### config.mk
export PLATFORM = sky130hd
export DESIGN_NAME = spin_bit_rtt_matcher_unit
export DESIGN_NICKNAME = d
export VERILOG_FILES = /design/src/sv/sbrm_pkg.sv /design/src/sv/sbrm_ram.sv /design/src/sv/sbrm_front.sv /design/src/sv/sbrm_queue.sv /design/src/sv/sbrm_back.sv /design/src/sv/spin_bit_rtt_matcher_unit.sv
export VERILOG_INCLUDE_DIRS = /design/src /design/src/sv
export SDC_FILE = /design/constraint.sdc
export NUM_CORES = 1
export LEC_CHECK = 0
export BUFFER_PORTS_ARGS = -buffer_cell sky130_fd_sc_hd__buf_2
export CAP_MARGIN = 0
export CORE_ASPECT_RATIO = 0.5
export CORE_MARGIN = 2
export CORE_UTILIZATION = 45
export CTS_BUF_LIST = sky130_fd_sc_hd__clkbuf_8
export CTS_CLUSTER_SIZE = 40
export DETAILED_ROUTE_END_ITERATION = 7
export PLACE_DENSITY = 0.65
export REMOVE_ABC_BUFFERS = 1
export SLEW_MARGIN = 25
export SYNTH_ARGS = -nofsm -noshare
export SYNTH_HDL_FRONTEND = slang
export SYNTH_SLANG_ARGS = --single-unit
### constraint.sdc
create_clock -name clk -period 11.4 [get_ports clk]
set_input_delay 0 -clock clk [delete_from_list [all_inputs] [get_ports clk]]
set_output_delay 0 -clock clk [all_outputs]
set_load 0.02 [all_outputs]
### src/sv/assert_macros.svh
// Assertion macros shared by the spin-bit RTT matcher modules.
`ifndef ASSERT_MACROS_SVH
`define ASSERT_MACROS_SVH
`ifndef SYNTHESIS
// Checks that a property holds at every rising clock edge outside reset.
`define SBRM_ASSERT(lbl, clk, rst_n, prop) \
	lbl: assert property (@(posedge clk) disable iff (!rst_n) (prop)) \
		else $error("sbrm assertion failed");
// Checks that a condition never holds at a rising clock edge outside reset.
`define SBRM_NEVER(lbl, clk, rst_n, cond) \
	lbl: assert property (@(posedge clk) disable iff (!rst_n) !(cond)) \
		else $error("sbrm forbidden condition seen");
`else
`define SBRM_ASSERT(lbl, clk, rst_n, prop)
`define SBRM_NEVER(lbl, clk, rst_n, cond)
`endif
`endif

### src/sv/sbrm_pkg.sv
// Package with the types and constants of the spin-bit RTT matcher.
package sbrm_pkg;

	localparam int RING_DEPTH_DEF = 4;
	localparam int QUEUE_DEPTH_DEF = 2;
	localparam int TIME_W = 64;

	// One classified item on its way from the front end to the back end.
	typedef struct packed {
		logic              first_value;
		logic              flip;
		logic              rising;
		logic              dir;
		logic [TIME_W-1:0] stamp;
	} cmd_t;

	typedef enum logic [1:0] {
		ST_IDLE,
		ST_FIND,
		ST_CLEAR,
		ST_DONE
	} back_state_t;

endpackage

### src/sv/sbrm_ram.sv
// Generic single-write, single-read RAM with registered read data.
module sbrm_ram #(
	parameter int WIDTH = 8,
	parameter int DEPTH = 4
) (
	input  logic                     clk,
	input  logic                     we,
	input  logic [$clog2(DEPTH)-1:0] waddr,
	input  logic [WIDTH-1:0]         wdata,
	input  logic                     re,
	input  logic [$clog2(DEPTH)-1:0] raddr,
	output logic [WIDTH-1:0]         rdata
);

	logic [WIDTH-1:0] mem_q [DEPTH];

	always_ff @(posedge clk) begin
		if (we) begin
			mem_q[waddr] <= wdata;
		end
		if (re) begin
			rdata <= mem_q[raddr];
		end
	end

endmodule

### src/sv/sbrm_front.sv
// Front end: accepts packets and classifies them by their spin history.
module sbrm_front (
	input  logic                       clk,
	input  logic                       arst_n,
	input  logic                       in_valid,
	output logic                       in_ready,
	input  logic                       spin_bit,
	input  logic                       from_responder,
	input  logic [sbrm_pkg::TIME_W-1:0] packet_time,
	input  logic                       q_full,
	output logic                       push,
	output sbrm_pkg::cmd_t             push_cmd
);

	logic [1:0] known_q;
	logic [1:0] last_q;

	assign in_ready = !q_full;
	assign push     = in_valid && in_ready;

	always_comb begin
		push_cmd.first_value = !known_q[from_responder];
		push_cmd.flip        = known_q[from_responder] && (spin_bit != last_q[from_responder]);
		push_cmd.rising      = !last_q[from_responder];
		push_cmd.dir         = from_responder;
		push_cmd.stamp       = packet_time;
	end

	always_ff @(posedge clk or negedge arst_n) begin
		if (!arst_n) begin
			known_q <= '0;
			last_q  <= '0;
		end else if (push) begin
			known_q[from_responder] <= 1'b1;
			last_q[from_responder]  <= spin_bit;
		end
	end

endmodule

### src/sv/sbrm_queue.sv
// Small FIFO of classified items between the front end and the back end.
`include "assert_macros.svh"
module sbrm_queue #(
	parameter int DEPTH = sbrm_pkg::QUEUE_DEPTH_DEF
) (
	input  logic           clk,
	input  logic           arst_n,
	input  logic           push,
	input  sbrm_pkg::cmd_t push_cmd,
	output logic           full,
	output logic           pop_valid,
	input  logic           pop,
	output sbrm_pkg::cmd_t pop_cmd
);

	localparam int PW = $clog2(DEPTH);
	localparam int CW = $clog2(DEPTH + 1);
	localparam logic [PW-1:0] LAST_PTR = PW'(DEPTH - 1);

	sbrm_pkg::cmd_t  mem_q [DEPTH];
	logic [PW-1:0]   wr_ptr_q;
	logic [PW-1:0]   rd_ptr_q;
	logic [CW-1:0]   count_q;

	assign full      = (count_q == CW'(DEPTH));
	assign pop_valid = (count_q != '0);
	assign pop_cmd   = mem_q[rd_ptr_q];

	always_ff @(posedge clk) begin
		if (push) begin
			mem_q[wr_ptr_q] <= push_cmd;
		end
	end

	always_ff @(posedge clk or negedge arst_n) begin
		if (!arst_n) begin
			wr_ptr_q <= '0;
			rd_ptr_q <= '0;
			count_q  <= '0;
		end else begin
			if (push) begin
				wr_ptr_q <= (wr_ptr_q == LAST_PTR) ? '0 : wr_ptr_q + 1'b1;
			end
			if (pop) begin
				rd_ptr_q <= (rd_ptr_q == LAST_PTR) ? '0 : rd_ptr_q + 1'b1;
			end
			if (push && !pop) begin
				count_q <= count_q + 1'b1;
			end else if (pop && !push) begin
				count_q <= count_q - 1'b1;
			end
		end
	end

	`SBRM_NEVER(a_q_overflow, clk, arst_n, push && full)
	`SBRM_NEVER(a_q_underflow, clk, arst_n, pop && !pop_valid)
	`SBRM_ASSERT(a_q_count_up, clk, arst_n, (push && !pop) |=> (count_q == $past(count_q) + CW'(1)))

endmodule

### src/sv/sbrm_back.sv
// Back end: writes flips into the rings and searches them for matches.
`include "assert_macros.svh"
module sbrm_back #(
	parameter int RING_DEPTH = sbrm_pkg::RING_DEPTH_DEF
) (
	input  logic                        clk,
	input  logic                        arst_n,
	input  logic                        cmd_valid,
	input  sbrm_pkg::cmd_t              cmd,
	output logic                        pop,
	output logic                        out_valid,
	input  logic                        out_ready,
	output logic                        first_value,
	output logic                        flip_seen,
	output logic                        flip_rising,
	output logic                        bidir_found,
	output logic [sbrm_pkg::TIME_W-1:0] bidir_time,
	output logic                        unidir_found,
	output logic [sbrm_pkg::TIME_W-1:0] unidir_time
);

	localparam int IW = $clog2(RING_DEPTH);
	localparam int CW = $clog2(RING_DEPTH + 1);
	localparam int RW = sbrm_pkg::TIME_W + 1;
	localparam logic [IW-1:0] LAST_IDX = IW'(RING_DEPTH - 1);

	sbrm_pkg::back_state_t state_q, state_d;
	sbrm_pkg::cmd_t        cur_q;

	logic [IW-1:0]         wslot_q [2];
	logic [RING_DEPTH-1:0] uni_q [2];
	logic [RING_DEPTH-1:0] bi_q [2];
	logic [IW-1:0]         prev_q;
	logic [CW-1:0]         cnt_q;
	logic                  chk_vld_s1;
	logic [IW-1:0]         chk_idx_s1;
	logic                  found_q;
	logic [sbrm_pkg::TIME_W-1:0] best_q;
	logic [IW-1:0]         pick_q;
	logic                  out_valid_q;

	logic [RW-1:0]         rdata [2];
	logic [1:0]            ram_we;
	logic [1:0]            ram_re;
	logic [IW-1:0]         ram_raddr [2];

	logic                  out_free;
	logic                  start;
	logic                  load_plain;
	logic                  load_flip;
	logic                  issue;
	logic [IW-1:0]         slot_new;
	logic [IW-1:0]         prev_new;
	logic                  odir;
	logic                  want;
	logic [sbrm_pkg::TIME_W-1:0] e_stamp;
	logic                  e_code;
	logic                  e_bi;
	logic                  last_chk;
	logic                  hit;
	logic                  clr;

	assign out_free = !out_valid_q || out_ready;
	assign slot_new = wslot_q[cmd.dir];
	assign prev_new = (slot_new == '0) ? LAST_IDX : slot_new - 1'b1;
	assign odir     = !cur_q.dir;
	// A responder flip matches an equal code, an initiator flip the inverse one.
	assign want     = cur_q.dir ? cur_q.rising : !cur_q.rising;
	assign e_stamp  = rdata[odir][sbrm_pkg::TIME_W-1:0];
	assign e_code   = rdata[odir][RW-1];
	assign e_bi     = bi_q[odir][chk_idx_s1];
	assign last_chk = chk_vld_s1 && (chk_idx_s1 == LAST_IDX);
	assign hit = (state_q == sbrm_pkg::ST_FIND) && chk_vld_s1 && e_bi && (e_code == want)
		&& (!found_q || (e_stamp < best_q));
	assign clr = (state_q == sbrm_pkg::ST_CLEAR) && chk_vld_s1 && e_bi
		&& ((e_stamp < best_q) || (chk_idx_s1 == pick_q));

	// Next state.
	always_comb begin
		state_d = state_q;
		case (state_q)
			sbrm_pkg::ST_IDLE: begin
				if (cmd_valid && cmd.flip) begin
					state_d = sbrm_pkg::ST_FIND;
				end
			end
			sbrm_pkg::ST_FIND: begin
				if (last_chk) begin
					state_d = (found_q || hit) ? sbrm_pkg::ST_CLEAR : sbrm_pkg::ST_DONE;
				end
			end
			sbrm_pkg::ST_CLEAR: begin
				if (last_chk) begin
					state_d = sbrm_pkg::ST_DONE;
				end
			end
			sbrm_pkg::ST_DONE: begin
				if (out_free) begin
					state_d = sbrm_pkg::ST_IDLE;
				end
			end
			default: state_d = sbrm_pkg::ST_IDLE;
		endcase
	end

	// Control outputs of the sequencer.
	always_comb begin
		pop        = 1'b0;
		start      = 1'b0;
		load_plain = 1'b0;
		load_flip  = 1'b0;
		issue      = 1'b0;
		case (state_q)
			sbrm_pkg::ST_IDLE: begin
				if (cmd_valid && cmd.flip) begin
					pop   = 1'b1;
					start = 1'b1;
				end else if (cmd_valid && out_free) begin
					pop        = 1'b1;
					load_plain = 1'b1;
				end
			end
			sbrm_pkg::ST_FIND, sbrm_pkg::ST_CLEAR: begin
				issue = (cnt_q < CW'(RING_DEPTH));
			end
			sbrm_pkg::ST_DONE: begin
				load_flip = out_free;
			end
			default: ;
		endcase
	end

	always_comb begin
		for (int x = 0; x < 2; x++) begin
			ram_we[x]    = start && (cmd.dir == 1'(x));
			ram_re[x]    = ram_we[x] || (issue && (cur_q.dir != 1'(x)));
			ram_raddr[x] = start ? prev_new : cnt_q[IW-1:0];
		end
	end

	for (genvar g = 0; g < 2; g++) begin : g_ring
		sbrm_ram #(
			.WIDTH(RW),
			.DEPTH(RING_DEPTH)
		) u_ram (
			.clk  (clk),
			.we   (ram_we[g]),
			.waddr(wslot_q[g]),
			.wdata({cmd.rising, cmd.stamp}),
			.re   (ram_re[g]),
			.raddr(ram_raddr[g]),
			.rdata(rdata[g])
		);
	end

	always_ff @(posedge clk or negedge arst_n) begin
		if (!arst_n) begin
			state_q     <= sbrm_pkg::ST_IDLE;
			wslot_q     <= '{default: '0};
			uni_q       <= '{default: '0};
			bi_q        <= '{default: '0};
			cnt_q       <= '0;
			chk_vld_s1  <= 1'b0;
			found_q     <= 1'b0;
			out_valid_q <= 1'b0;
		end else begin
			state_q    <= state_d;
			chk_vld_s1 <= issue;
			if (start) begin
				uni_q[cmd.dir][slot_new] <= 1'b1;
				bi_q[cmd.dir][slot_new]  <= 1'b1;
				wslot_q[cmd.dir] <= (slot_new == LAST_IDX) ? '0 : slot_new + 1'b1;
				found_q <= 1'b0;
				cnt_q   <= '0;
			end else if ((state_q == sbrm_pkg::ST_FIND) && last_chk) begin
				cnt_q <= '0;
			end else if (issue) begin
				cnt_q <= cnt_q + 1'b1;
			end
			if (hit) begin
				found_q <= 1'b1;
			end
			if (clr) begin
				bi_q[odir][chk_idx_s1] <= 1'b0;
			end
			if (load_flip) begin
				uni_q[cur_q.dir][prev_q] <= 1'b0;
			end
			if (load_plain || load_flip) begin
				out_valid_q <= 1'b1;
			end else if (out_ready) begin
				out_valid_q <= 1'b0;
			end
		end
	end

	always_ff @(posedge clk) begin
		chk_idx_s1 <= cnt_q[IW-1:0];
		if (start) begin
			cur_q  <= cmd;
			prev_q <= prev_new;
		end
		if (hit) begin
			best_q <= e_stamp;
			pick_q <= chk_idx_s1;
		end
		if (load_plain) begin
			first_value  <= cmd.first_value;
			flip_seen    <= 1'b0;
			flip_rising  <= 1'b0;
			bidir_found  <= 1'b0;
			bidir_time   <= '0;
			unidir_found <= 1'b0;
			unidir_time  <= '0;
		end else if (load_flip) begin
			first_value  <= 1'b0;
			flip_seen    <= 1'b1;
			flip_rising  <= cur_q.rising;
			bidir_found  <= found_q;
			bidir_time   <= found_q ? best_q : '0;
			unidir_found <= uni_q[cur_q.dir][prev_q];
			unidir_time  <= uni_q[cur_q.dir][prev_q] ?
				rdata[cur_q.dir][sbrm_pkg::TIME_W-1:0] : '0;
		end
	end

	assign out_valid = out_valid_q;

	`SBRM_ASSERT(a_out_free, clk, arst_n, (load_plain || load_flip) |-> out_free)
	`SBRM_ASSERT(a_clear_found, clk, arst_n, (state_q == sbrm_pkg::ST_CLEAR) |-> found_q)
	`SBRM_ASSERT(a_start_marks, clk, arst_n,
		start |=> (uni_q[cur_q.dir][$past(slot_new)] && bi_q[cur_q.dir][$past(slot_new)]))

endmodule

### src/sv/spin_bit_rtt_matcher_unit.sv
// Top level of the spin-bit RTT matcher: front end, item queue and back end.
// The block watches the spin bit of each packet of a connection, one item per
// packet, and returns exactly one result item for each. The front end keeps the
// last spin value of each direction and classifies every item at once as the
// first value of its direction, a repeat or a flip, so it takes one item per
// cycle for as long as the queue has room. The back end works the items in
// order. A flip is written into its direction's ring, after which the other
// direction's ring is read from its RAM one entry per cycle to find the
// earliest fitting flip that is still pending, and, when one is found, read a
// second time to retire that entry and every older one; the previous flip of
// the own ring gives the unidirectional result. A flip therefore occupies the
// back end for one walk of the ring when nothing matches and for two when a
// match is found, and these walks set the sustained rate. The result waits in
// an output register. A flip is taken and searched while the previous result
// is still unclaimed, and only its own result waits for the register to free
// up; a first value or a repeat stays in the queue until the register is
// empty or is being read in that cycle.
module spin_bit_rtt_matcher_unit #(
	parameter int RING_DEPTH  = sbrm_pkg::RING_DEPTH_DEF,
	parameter int QUEUE_DEPTH = sbrm_pkg::QUEUE_DEPTH_DEF
) (
	input  logic                        clk,
	input  logic                        arst_n,
	// Packet items.
	input  logic                        in_valid,
	output logic                        in_ready,
	input  logic                        spin_bit,
	input  logic                        from_responder,
	input  logic [sbrm_pkg::TIME_W-1:0] packet_time,
	// Result items.
	output logic                        out_valid,
	input  logic                        out_ready,
	output logic                        first_value,
	output logic                        flip_seen,
	output logic                        flip_rising,
	output logic                        bidir_found,
	output logic [sbrm_pkg::TIME_W-1:0] bidir_time,
	output logic                        unidir_found,
	output logic [sbrm_pkg::TIME_W-1:0] unidir_time
);

	sbrm_pkg::cmd_t push_cmd;
	sbrm_pkg::cmd_t pop_cmd;
	logic           push;
	logic           q_full;
	logic           q_valid;
	logic           pop;

	// Classification of each packet against the stored spin history.
	sbrm_front u_front (
		.clk           (clk),
		.arst_n        (arst_n),
		.in_valid      (in_valid),
		.in_ready      (in_ready),
		.spin_bit      (spin_bit),
		.from_responder(from_responder),
		.packet_time   (packet_time),
		.q_full        (q_full),
		.push          (push),
		.push_cmd      (push_cmd)
	);

	// The queue lets the front end keep accepting while a flip is searched.
	sbrm_queue #(
		.DEPTH(QUEUE_DEPTH)
	) u_queue (
		.clk      (clk),
		.arst_n   (arst_n),
		.push     (push),
		.push_cmd (push_cmd),
		.full     (q_full),
		.pop_valid(q_valid),
		.pop      (pop),
		.pop_cmd  (pop_cmd)
	);

	// Ring bookkeeping, matching and the output register.
	sbrm_back #(
		.RING_DEPTH(RING_DEPTH)
	) u_back (
		.clk         (clk),
		.arst_n      (arst_n),
		.cmd_valid   (q_valid),
		.cmd         (pop_cmd),
		.pop         (pop),
		.out_valid   (out_valid),
		.out_ready   (out_ready),
		.first_value (first_value),
		.flip_seen   (flip_seen),
		.flip_rising (flip_rising),
		.bidir_found (bidir_found),
		.bidir_time  (bidir_time),
		.unidir_found(unidir_found),
		.unidir_time (unidir_time)
	);

endmodule

Word-level counts from Yosys, hierarchy flattened
Memories as Yosys holds them, arrays and structs flattened. A register that Yosys moved wholly into a read port is not among the register bits. Cells that the tools add are included.

Memory bits (writable): 656. Memories: 3. Register bits after elaboration: 241. Bits of input ports: 70. Output and inout bits: 135.

Memories: u_back.g_ring[0].u_ram.mem_q (words 4, bits a word 65, read ports 1, clocked after memory_dff 1, write ports 1, line sbrm_ram.sv:15) `logic [WIDTH-1:0] mem_q [DEPTH];`; u_back.g_ring[1].u_ram.mem_q (words 4, bits a word 65, read ports 1, clocked after memory_dff 1, write ports 1, line sbrm_ram.sv:15); u_queue.mem_q (words 2, bits a word 68, read ports 1, clocked after memory_dff 0, write ports 1, line sbrm_queue.sv:20) `sbrm_pkg::cmd_t mem_q [DEPTH];`.

Add/subtract/negate cells: 7. Order comparisons: 16. Bitwise gates (word level): 12. Reductions and logical operators: 52. Muxes and demuxes: 85. Equal/unequal tests: 13.

Operators by type and width (count): 64-bit two-way mux (5); 65-bit two-way mux (3); 64-bit less-than comparator (1); 4-bit two-way mux (9); 1-bit two-way mux (35); 8-bit two-way mux (4); 1-bit logical AND (26); 2-bit two-way mux (13); 8-bit AND (2); 8-bit NOT (2); 8-bit bitwise OR (2); 4-bit demux with 1-bit select (3); 2-bit == test, second input constant (5); 2-bit nonzero test (5); 1-bit logical NOT (9); 2-bit by 3-bit less-than comparator with 1-bit output, second input constant (3); 3-bit two-way mux (3); 2-bit by 1-bit != test with 1-bit output, second input constant (4); 2-bit one-hot mux with 4 select lines (1); 1-bit logical OR (7); 1-bit demux with 2-bit select (3); 2-bit by 1-bit >= comparator with 1-bit output, second input constant (3); 2-bit >= comparator, second input constant (3); 2-bit by 1-bit less-than comparator with 1-bit output, second input constant (3); other kinds (23) (31).

Depth between registers and ports, before layout
Gate-level depths: netlist of run 1. An unclocked memory read counts as a cell.

Depth in word-level cells: 15. Mapped depth: 13. Mapped depth without buffers: 9.

By module
A second synthesis of run 1 with hierarchy kept.

Cells, all modules: 2101. Area, all modules: 39501.6 um2.

By module, submodules not included: sbrm_ram (cells an instance 408, instances 2, sequential area each 9759.4 um2, area an instance 11407.2 um2); sbrm_back (cells an instance 973, instances 1, sequential area each 5515.3 um2, area an instance 10835.4 um2); sbrm_queue (cells an instance 228, instances 1, sequential area each 4184.0 um2, area an instance 5138.7 um2); sbrm_front (cells an instance 84, instances 1, sequential area each 100.1 um2, area an instance 713.2 um2).

Worst setup path before layout of run 1
No wires, ideal clock.

Path type: flip-flop to flip-flop. Start point: register u_back.state_q[0]. End point: memory u_back.g_ring[1].u_ram.mem_q[1][0] in the netlist's numbering (enable). Period minus slack after synthesis: 8.410 ns. Cell stages (with the launch flop): 6. Library setup time: 0.671 ns. Setup slack: 2.990 ns. Arrival time: 7.739 ns. Cell sequence: dfrtp_1 > inv_1 > ha_1 > nand3b_1 > buf_2 > nor4b_1.

Longest elaborated chain between the ends: 5.

Ends and longest elaborated chain: from (decl) (line sbrm_back.sv:27) `sbrm_pkg::back_state_t state_q, state_d;`; from (signal assigned) (line sbrm_back.sv:158) `state_q <= sbrm_pkg::ST_IDLE;`; from (signal assigned) (line sbrm_back.sv:167) `state_q <= state_d;`; 2-bit logical NOT (line sbrm_back.sv:113) `case (state_q)`; 1-bit two-way mux (line sbrm_back.sv:113); 1-bit logical AND (line sbrm_back.sv:135) `ram_we[x] = start && (cmd.dir == 1'(x));`; 1-bit two-way mux (line sbrm_ram.sv:18) `if (we) begin`; 1-bit two-way mux (not written as such) (line sbrm_ram.sv:19) `mem_q[waddr] <= wdata;`; to (decl) (line sbrm_ram.sv:15).

Every way passes these cells.

Worst setup path after layout of run 1
Start point: register u_back.cur_q[64] in the netlist's numbering. End point: register u_back.best_q[8] in the netlist's numbering (enable).

RTL lines: from (decl) (line sbrm_back.sv:28) `sbrm_pkg::cmd_t cur_q;`; from (signal assigned) (line sbrm_back.sv:200) `cur_q <= cmd;`; 1-bit logical NOT (line sbrm_back.sv:66) `assign odir = !cur_q.dir;`; 1-bit NOT with 2-bit output (not written as such) (line sbrm_back.sv:69) `assign e_stamp = rdata[odir][sbrm_pkg::TIME_W-1:0];`; 65-bit two-way mux (not written as such) (3 in a row) (line sbrm_back.sv:69); net u_back.e_stamp (one bit) (line sbrm_back.sv:56) `logic [sbrm_pkg::TIME_W-1:0] e_stamp;`; 64-bit less-than comparator (line sbrm_back.sv:74) `&& (!found_q || (e_stamp < best_q));`; 1-bit logical OR (line sbrm_back.sv:74); 1-bit logical AND (line sbrm_back.sv:74); net u_back.hit (line sbrm_back.sv:60) `logic hit;`; to (signal assigned) (line sbrm_back.sv:204) `best_q <= e_stamp;`; to (decl) (line sbrm_back.sv:38) `logic [sbrm_pkg::TIME_W-1:0] best_q;`.

The timed path passes the listed nets, and every way through them passes these cells. The select of a mux whose other input is x is not followed. A chain may end at the register's enable or synchronous reset.

==> impl_metrics.env, run 1 <==
export IMPL_end_kind="register"
export IMPL_syn_avg_cell_area_um2=19.0
export IMPL_first_pass_iters=5
export IMPL_die_h_um=212
export IMPL_grt_pass1_vias=20700
export IMPL_final_max_slew_viol_count=0
export IMPL_synth_edf_count=857
export IMPL_slew_headroom=0.298
export IMPL_syn_inst=2044
export IMPL_overflow=0
export IMPL_synth_main_ff_cell="edfxtp_1"
export IMPL_cp_start_kind="register"
export IMPL_dieArea_mm2=0.0887
export IMPL_cts_resized_gates=0
export IMPL_place_congestion=0.774
export IMPL_area_growth_pct=17.5
export IMPL_grt_use_met3=0.0399
export IMPL_fin_crit_sh=0.479
export IMPL_clockRootBuffer="clkbuf_8"
export IMPL_die_w_um=419
export IMPL_clock_sinks=1027
export IMPL_grt_busiest_layer="met2"
export IMPL_maxCapViolations=0
export IMPL_fmax_ghz=0.183
export IMPL_period_minus_slack_ns=5.47
export IMPL_grt_pass1_wl_um=126000
export IMPL_seq_area_frac_synth=0.756
export IMPL_vias=19900
export IMPL_setup_violations=0
export IMPL_yosysWarnings=0
export IMPL_worst_slew_pin_slew_ns=1.05
export IMPL_hold_class="in -> reg"
export IMPL_htreeDepth=4
export IMPL_cts_clk_slew_worst_paths_ns=0.07
export IMPL_viasPerCell=5.27
export IMPL_fin_tns_setup_ns=0
export IMPL_worstPathMaxFanout=46
export IMPL_leakage_uw=0.0166
export IMPL_clockBufferDepth=3
export IMPL_synth_async_reset_ratio=0.0351
export IMPL_rsz0062_at_grt="false"
export IMPL_routed_wl_um=84900
export IMPL_gr_usage_met2=0.322
export IMPL_wl_per_cell_um=22.5
export IMPL_arrival_ns=5.87
export IMPL_synth_cell_types=53
export IMPL_pin_count=205
export IMPL_finalClockSkew_ns=0.0287
export IMPL_met1_usage=0.255
export IMPL_remaining_drc_errors=0
export IMPL_ir_worst_vdd_mv=0.318
export IMPL_powerDensity_mw_per_mm2=275
export IMPL_worstSetupPathType="reg -> reg"
export IMPL_grt_max_degree=131
export IMPL_postRouteAntennaNets=0
export IMPL_numCtsBuffers=149
export IMPL_port_buffers=204
export IMPL_cts_tree="yes"
export IMPL_crit_required_ns=11.80
export IMPL_coreArea_mm2=0.0857
export IMPL_mostFrequentLayoutCell="edfxtp_1"
export IMPL_start_util=0.453
export IMPL_final_nets=2623
export IMPL_antenna_found_initial=2
export IMPL_hold_violations=0
export IMPL_rows=76
export IMPL_dp_hpwl_um=48100
export IMPL_synth_seq_cells=1027
export IMPL_drive_above_1_share=0.286
export IMPL_total_power_uw=12500
export IMPL_status="completed"
export IMPL_post_cts_setup_buffers=0
export IMPL_grt_usage=0.193
export IMPL_final_cell_mix="edfxtp_1 (857), buf_2 (204), clkbuf_8 (174)"
export IMPL_drtIter0Drc=1507
export IMPL_synth_area_mm2=0.0388
export IMPL_clock_latency_ns=0.79
## logic make-up after synthesis
family / after synthesis / share of synthesized area
AOI/OAI and AO/OA: 237 / 0.0413
xor gates and xnor gates: 12 / 0.00271
adders and majority gates: 73 / 0.0236
buffers and inverters: 174 / 0.0196
DFF: 1027 / 0.756
muxes: 342 / 0.136
and+or+nand+nor: 179 / 0.0211
## layout make-up
cell class / instances / area (um^2)
clock inverters: 102 / 534
repair buffers: 376 / 2700
inverters: 83 / 312
fillers: 6748 / 40100
clock buffers: 174 / 2390
diodes: 1 / 2.50
flip-flops and latches: 1027 / 29300
well taps: 1170 / 1460
multi-input cells: 843 / 8830
## worst paths after layout
check,startpoint,to,slack [ns],depth (start not counted)
max in group asynchronous,arst_n,u_queue.rd_ptr_q,10.90,4
max,u_back.cur_q[64],u_back.best_q[8],5.93,12
min reg2reg,u_back.unidir_found,u_back.unidir_found,0.44,2
min in group asynchronous,arst_n,u_back.wslot_q[1],0.28,4
max reg2reg,u_back.cur_q[64],u_back.best_q[8],5.93,12
min,out_ready,u_back.out_valid,0.14,4
## metal layers
metal  vias to the layer above  share of wire
met5                         -              0
met4                         0          0.017
met1                     10300           0.43
li1                       8974              -
met3                        89          0.051
met2                       494           0.50
## worst max-delay path, stage by stage, from the launching register on
cell      delay [ns]
edfxtp_1        0.34
buf_4           0.45
buf_4           0.68
mux2_2          0.42
ha_1            0.32
a21oi_1         0.16
o21ai_0         0.26
a221o_1         0.48
a22oi_1         0.19
nor4bb_2        0.29
buf_4           0.24
o21a_4          0.49
buf_4           0.63
## per-stage QoR
step | cell area [um^2] | hold slack, ns | cells | worst slack [ns] | util
final | 45600 | 0.137 | 3776 | 5.93 | 0.532
after global routing | 45600 | 0.110 | 3776 | 5.65 | 0.532
after CTS | 45600 | 0.0580 | 3775 | 5.92 | 0.532
after detailed placement | 41200 | 0.162 | 3360 | 5.94 | 0.481
after global placement | 41200 | 0.166 | 3360 | 5.98 | 0.481
after floorplan | 38300 | -0.296 | 1953 | 1.10 | -
## registers in the layout, summed over array words and instances, names as in the netlist, 3 cells and up
signal	cells
u_back.g_ring.u_ram.mem_q	520
u_queue.mem_q	136
u_back.g_ring.u_ram.rdata	130
u_back.best_q	64
u_back.bidir_time	64
u_back.unidir_time	64
u_back.bi_q	8
u_back.uni_q	8
u_back.wslot_q	4
u_back.cnt_q	3
## cells in the mapped netlist, types with 11 or more instances
| cell type | number | share of area |
|---|---|---|
| nor2_1 | 26 | 0.0025 |
| mux2i_1 | 71 | 0.018 |
| nand3_1 | 11 | 0.0014 |
| inv_1 | 81 | 0.0078 |
| dfxtp_1 | 134 | 0.069 |
| clkbuf_1 | 51 | 0.0049 |
| buf_6 | 11 | 0.0032 |
| a21oi_1 | 40 | 0.0052 |
| a22o_1 | 64 | 0.014 |
| buf_2 | 19 | 0.0025 |
| edfxtp_1 | 857 | 0.66 |
| mux2_2 | 137 | 0.040 |
| nand2_1 | 97 | 0.0094 |
| mux4_2 | 132 | 0.077 |
| ha_1 | 73 | 0.024 |
| dfrtp_1 | 36 | 0.023 |
| o21ai_0 | 76 | 0.0098 |
## report_power, final
| part | internal [uW] | switching (uW) | leakage [uW] |
|---|---|---|---|
| Clock | 1470 | 1380 | 0.00169 |
| Sequential | 5370 | 405 | 0.00932 |
| Combinational | 1580 | 2340 | 0.00557 |
| Total | 8410 | 4130 | 0.0166 |
## timing repair
item                       4_1_cts  5_1_grt
hold endpoints to repair       222        0
hold buffers                   139        0
setup endpoints to repair        0        0
No activity file was read; power rests on OpenSTA's default activity.
==> inputs of run 2 (changes only) <==
==> constraint.sdc (replaced) <==
create_clock -name clk -period 5.7 [get_ports clk]
set_input_delay 0 -clock clk [delete_from_list [all_inputs] [get_ports clk]]
set_output_delay 0 -clock clk [all_outputs]
set_load 0.02 [all_outputs]
==> run 2 against run 1 <==
Die area stayed put; final area is 0.11% higher; wire length is 0.28% higher; register-to-register slack worse by 5.0 ns; clock power is 89% higher; final cell count hardly changed; largest power group unchanged; flip-flop and latch count stayed put; hold slack worse by 0.026 ns; first-iteration DRC count is 1.7% higher; core utilization is 0.058 points higher.
==> impl_metrics.env, run 2 (same netlist as run 1, synthesis figures left out) <==
export IMPL_arrival_ns=5.18
export IMPL_fmax_ghz=0.211
export IMPL_final_cell_mix="edfxtp_1 (857), buf_2 (204), clkbuf_8 (162)"
export IMPL_drtIter0Drc=1532
export IMPL_grt_pass1_wl_um=126000
export IMPL_viasPerCell=5.28
export IMPL_routed_wl_um=85100
export IMPL_grt_usage=0.194
export IMPL_rows=76
export IMPL_place_congestion=0.751
export IMPL_rsz0062_at_grt="false"
export IMPL_largest_reg_flops=520
export IMPL_total_power_uw=24900
export IMPL_whs_path_depth=4
export IMPL_port_buffers=204
export IMPL_fin_area_mm2=0.0456
export IMPL_maxCapViolations=0
export IMPL_die_h_um=212
export IMPL_end_kind="register"
export IMPL_grt_max_degree=77
export IMPL_post_dp_cell_area_mm2=0.0415
export IMPL_clock_sinks=1027
export IMPL_overflow=0
export IMPL_cts_tree="yes"
export IMPL_period_minus_slack_ns=4.73
export IMPL_hold_class="in -> reg"
export IMPL_start_util=0.453
export IMPL_dieArea_mm2=0.0887
export IMPL_die_w_um=419
export IMPL_antenna_found_initial=1
export IMPL_status="completed"
export IMPL_hold_violations=0
export IMPL_crit_required_ns=6.14
export IMPL_postRouteAntennaNets=0
export IMPL_r2r_cells=11
export IMPL_worstPathMaxFanout=62
export IMPL_wl_per_cell_um=22.6
export IMPL_coreArea_mm2=0.0857
export IMPL_area_growth_pct=17.6
export IMPL_ir_worst_vdd_mv=0.350
export IMPL_post_cts_setup_buffers=0
export IMPL_mostFrequentLayoutCell="edfxtp_1"
export IMPL_top_regs="u_back.g_ring.u_ram.mem_q x520, u_queue.mem_q x136, u_back.g_ring.u_ram.rdata x130"
export IMPL_clock_latency_ns=0.80
export IMPL_setup_violations=0
export IMPL_powerDensity_mw_per_mm2=547
export IMPL_worst_slew_pin_slew_ns=0.882
export IMPL_worstSetupPathType="reg -> reg"
export IMPL_slew_headroom=0.411
export IMPL_drive_above_1_share=0.282
export IMPL_reg2reg_from="u_back.cur_q[64]"
export IMPL_leakage_uw=0.0166
export IMPL_top_register="u_back.g_ring.u_ram.mem_q"
export IMPL_first_pass_iters=5
export IMPL_min_from="from_responder"
export IMPL_finalClockSkew_ns=0.0342
export IMPL_startpoint="u_back.cur_q[64]"
export IMPL_grt_pass1_vias=20400
export IMPL_clockRootBuffer="clkbuf_8"
export IMPL_cts_clk_slew_worst_paths_ns=0.07
export IMPL_cp_start_kind="register"
export IMPL_final_max_slew_viol_count=0
export IMPL_vias=19900
export IMPL_numCtsBuffers=146
export IMPL_clockBufferDepth=3
export IMPL_fin_crit_sh=0.830
export IMPL_dp_hpwl_um=49100
export IMPL_htreeDepth=4
export IMPL_pin_count=205
export IMPL_remaining_drc_errors=0
export IMPL_final_nets=2628
[run 2: changes by cell type in the layout (fill, tap and decap cells not counted), moves of 2 or more]
cell / delta
inv_1: +17
inv_8: -2
inv_6: +5
clkinv_2: -9
clkbuf_8: -12
buf_12: +14
bufinv_16: -2
buf_4: -6
clkinv_1: -6
[run 2: critical path, stage by stage (launching register included)]
cell	delay [ns]
edfxtp_1	0.46
buf_12	0.35
mux2_2	0.41
ha_1	0.32
nand4_1	0.29
inv_1	0.07
a221oi_1	0.68
o21ai_0	0.23
nor4bb_2	0.36
buf_4	0.27
o21a_4	0.49
buf_16	0.30
[run 2: layer usage]
metal | wire length, um | vias up | GRT usage
met5 | 0 | - | 0
met4 | 1720 | 0 | 0.0635
met3 | 4110 | 115 | 0.0341
met2 | 42700 | 531 | 0.328
met1 | 36700 | 10300 | 0.256
li1 | - | 8978 | -
[run 2: area by class of cell]
class,instances,area [um^2]
timing repair buffer,384,2950
clock inverter,104,484
clock buffer,162,2230
antenna,2,5.00
multi-input combinational,843,8840
tap,1170,1460
inverter,83,312
fill,6726,40100
sequential,1027,29300
[run 2: path summary, 6_finish.rpt]
check,endpoint,slack [ns]
min in group asynchronous,u_back.out_valid,0.25
worst max-delay path,u_back.best_q[9],0.97
worst min register to register,u_back.unidir_found,0.44
max in group asynchronous,u_queue.rd_ptr_q,5.25
worst max register to register,u_back.best_q[9],0.97
worst min-delay path,u_front.known_q[1],0.11
[run 2: timing repair]
action / in CTS / in global routing
hold buffers: 139 / 0
resized for setup: 0 / 0
hold endpoints to repair: 225 / 0
[run 2: stage by stage]
step                hold slack [ns]  instances  setup TNS, ns   util  setup WS, ns
global route                  0.101       3774              0  0.532         0.817
CTS                         0.00308       3773              0  0.532         0.961
global placement              0.150       3367              0  0.484         0.870
floorplan                    -0.296       1953       -1952.40      -         -4.60
detailed placement            0.171       3368              0  0.484         0.979
finish                        0.110       3775              0  0.532         0.968
[run 2: report_power, final]
| group | leakage (uW) | total, uW | switching (uW) | internal (uW) |
|---|---|---|---|---|
| Combinational | 0.00566 | 7950 | 4680 | 3260 |
| Sequential | 0.00932 | 11600 | 852 | 10700 |
| Clock | 0.00163 | 5400 | 2730 | 2670 |
==> inputs of run 3 (changes only) <==
--- a/config.mk
+++ b/config.mk
@@ -14,7 +14,7 @@
 export CTS_BUF_LIST = sky130_fd_sc_hd__clkbuf_8
 export CTS_CLUSTER_SIZE = 40
 export DETAILED_ROUTE_END_ITERATION = 7
-export PLACE_DENSITY = 0.65
+export PLACE_DENSITY = 0.67
 export REMOVE_ABC_BUFFERS = 1
 export SLEW_MARGIN = 25
 export SYNTH_ARGS = -nofsm -noshare
==> constraint.sdc (replaced) <==
create_clock -name clk -period 4.1 [get_ports clk]
set_input_delay 0 -clock clk [delete_from_list [all_inputs] [get_ports clk]]
set_output_delay 0 -clock clk [all_outputs]
set_load 0.02 [all_outputs]
==> run 3 against run 2 <==
Wire length down 1.2%; flip-flop and latch count is the same; clock-buffer cell count grew 3; hold slack lost 0.032 ns; die area did not move; clock skew is 0.0014 ns lower; final area is 0.38% higher; via count rose by 0.45%; register-to-register slack worse by 0.77 ns; power increased by 40%; global-route usage down 0.30 points; largest power group unchanged.
==> impl_metrics.env, run 3 (same netlist as run 1, synthesis figures left out) <==
export IMPL_status="completed"
export IMPL_post_dp_cell_area_mm2=0.0416
export IMPL_grt_usage=0.191
export IMPL_top_regs="u_back.g_ring.u_ram.mem_q x520, u_queue.mem_q x136, u_back.g_ring.u_ram.rdata x130"
export IMPL_fin_crit_sh=0.952
export IMPL_powerDensity_mw_per_mm2=760
export IMPL_clock_latency_ns=0.80
export IMPL_clockRootBuffer="clkbuf_8"
export IMPL_arrival_ns=4.43
export IMPL_critical_path_cell_chain="buf_4 > buf_12 > mux2_2 > ha_1 > nand4_1 > buf_4 > nor4_1 > and4_2 > a21boi_1 > nor4bb_4 > o21a_4 > buf_12"
export IMPL_routed_wl_um=84200
export IMPL_layout_cells_non_filler=3789
export IMPL_first_pass_iters=7
export IMPL_fmax_ghz=0.256
export IMPL_cp_start_kind="register"
export IMPL_final_max_slew_viol_count=0
export IMPL_dp_slack_ns=0.147
export IMPL_start_util=0.453
export IMPL_crit_family="simple AND/OR/NAND/NOR gates"
export IMPL_antenna_found_initial=0
export IMPL_rrSetupSlack_ns=0.20
export IMPL_final_cell_mix="edfxtp_1 (857), buf_2 (204), clkbuf_8 (165)"
export IMPL_grt_max_degree=80
export IMPL_rows=76
export IMPL_slew_headroom=0.292
export IMPL_drtIter0Drc=1698
export IMPL_port_buffers=204
export IMPL_mostFrequentLayoutCell="edfxtp_1"
export IMPL_maxCapViolations=0
export IMPL_leakage_uw=0.0167
export IMPL_top_register="u_back.g_ring.u_ram.mem_q"
export IMPL_coreArea_mm2=0.0857
export IMPL_overflow=0
export IMPL_r2r_end="u_back.best_q[12]"
export IMPL_hold_violations=0
export IMPL_postRouteAntennaNets=0
export IMPL_critical_path_buf_inv_count=4
export IMPL_cp_slowest_cell="nor4_1"
export IMPL_pin_count=205
export IMPL_vias=20000
export IMPL_post_cts_setup_buffers=0
export IMPL_hold_end="u_front.known_q[1]"
export IMPL_finalClockSkew_ns=0.0327
export IMPL_dieArea_mm2=0.0887
export IMPL_die_w_um=419
export IMPL_cts_tree="yes"
export IMPL_clock_sinks=1027
export IMPL_viasPerCell=5.28
export IMPL_cts_clk_slew_worst_paths_ns=0.07
export IMPL_worst_slew_pin_slew_ns=1.06
export IMPL_die_h_um=212
export IMPL_rsz0062_at_grt="false"
export IMPL_place_congestion=0.770
export IMPL_crit_required_ns=4.62
export IMPL_drive_above_1_share=0.283
export IMPL_area_growth_pct=18.1
export IMPL_min_from="from_responder"
export IMPL_end_kind="register"
export IMPL_numCtsBuffers=148
export IMPL_ir_worst_vdd_mv=0.830
export IMPL_worstPathMaxFanout=30
export IMPL_reg2reg_from="u_back.cur_q[64]"
export IMPL_dp_hpwl_um=47900
export IMPL_whs_path_depth=4
export IMPL_setup_violations=0
export IMPL_remaining_drc_errors=0
export IMPL_final_nets=2637
export IMPL_utilization=0.534
export IMPL_fin_area_mm2=0.0458
export IMPL_worstSetupPathType="reg -> reg"
export IMPL_r2r_cells=12
export IMPL_hold_class="in -> reg"
export IMPL_layout_setup_ws_ns=0.196
export IMPL_htreeDepth=4
export IMPL_largest_reg_flops=520
export IMPL_wl_per_cell_um=22.2
export IMPL_clockBufferDepth=3
export IMPL_period_minus_slack_ns=3.90
export IMPL_dp_cells=3376
export IMPL_grt_pass1_wl_um=125000
export IMPL_grt_pass1_vias=20700
export IMPL_slowest_delay_ns=0.43
[run 3: cell count changes in the layout (fill, tap and decap cells not counted), sizes merged]
cell         change
clkinvlp         +1
clkinv           +3
diode            -1
inv              +1
dlygate4sd3      -1
buf              +8
clkbuf           +3
[run 3: worst reg2reg max path, stage by stage, from the launching register on]
cell and delay, ns:
edfxtp_1 0.40, buf_4 0.16, buf_12 0.21, mux2_2 0.39, ha_1 0.30, nand4_1 0.16, buf_4 0.20, nor4_1 0.43
and4_2 0.40, a21boi_1 0.35, nor4bb_4 0.10, o21a_4 0.30, buf_12 0.21
[run 3: what timing repair did]
| action | 4_1_cts | 5_1_grt |
|---|---|---|
| gates resized for setup | 0 | 4 |
| endpoints found under the hold margin | 231 | 0 |
| hold buffers | 138 | 0 |
| setup endpoints to repair | 0 | 56 |
[run 3: metal layers]
| layer | up-vias | wire length, um | track usage |
|---|---|---|---|
| met5 | - | 0 | 0 |
| met4 | 0 | 2020 | 0.0723 |
| met3 | 112 | 4580 | 0.0380 |
| met2 | 535 | 42300 | 0.318 |
| met1 | 10400 | 35300 | 0.249 |
| li1 | 9006 | - | - |
[run 3: layout make-up]
type | count | area [um^2]
clock inverter | 109 | 494
timing repair buffer | 391 | 3070
sequential | 1027 | 29300
antenna | 1 | 2.50
inverter | 83 | 312
tap | 1170 | 1460
multi-input combinational | 843 | 8850
fill | 6652 | 39900
clock buffer | 165 | 2270
[run 3: worst max-delay path by stage]
stage / to / start / cells after the start
3_3_place_gp: u_back.best_q[48] / u_back.cur_q[64] / 12
3_5_place_dp: u_back.best_q[50] / u_back.cur_q[64] / 12
2_1_floorplan: u_back.g_ring[0].u_ram.rdata[0] / u_queue.rd_ptr_q / 8
4_1_cts: u_back.best_q[12] / u_back.cur_q[64] / 11
6_report: u_back.best_q[12] / u_back.cur_q[64] / 12
5_1_grt: u_back.best_q[13] / u_back.cur_q[64] / 12
[run 3: power by group]
part	total, uW	switching, uW	internal (uW)
Clock	7560	3790	3770
Combinational	11300	6630	4630
Sequential	16000	1040	14900
Total	34800	11500	23300
[run 3: metrics by stage]
step | power (uW) | setup TNS, ns | hold WS [ns]
final | 34800 | 0 | 0.0781
after global routing | 36600 | 0 | 0.102
after CTS | 35100 | 0 | 0.00797
after detailed placement | 27400 | 0 | 0.159
after global placement | 27100 | 0 | 0.153
after floorplan | 22500 | -3463.72 | -0.296
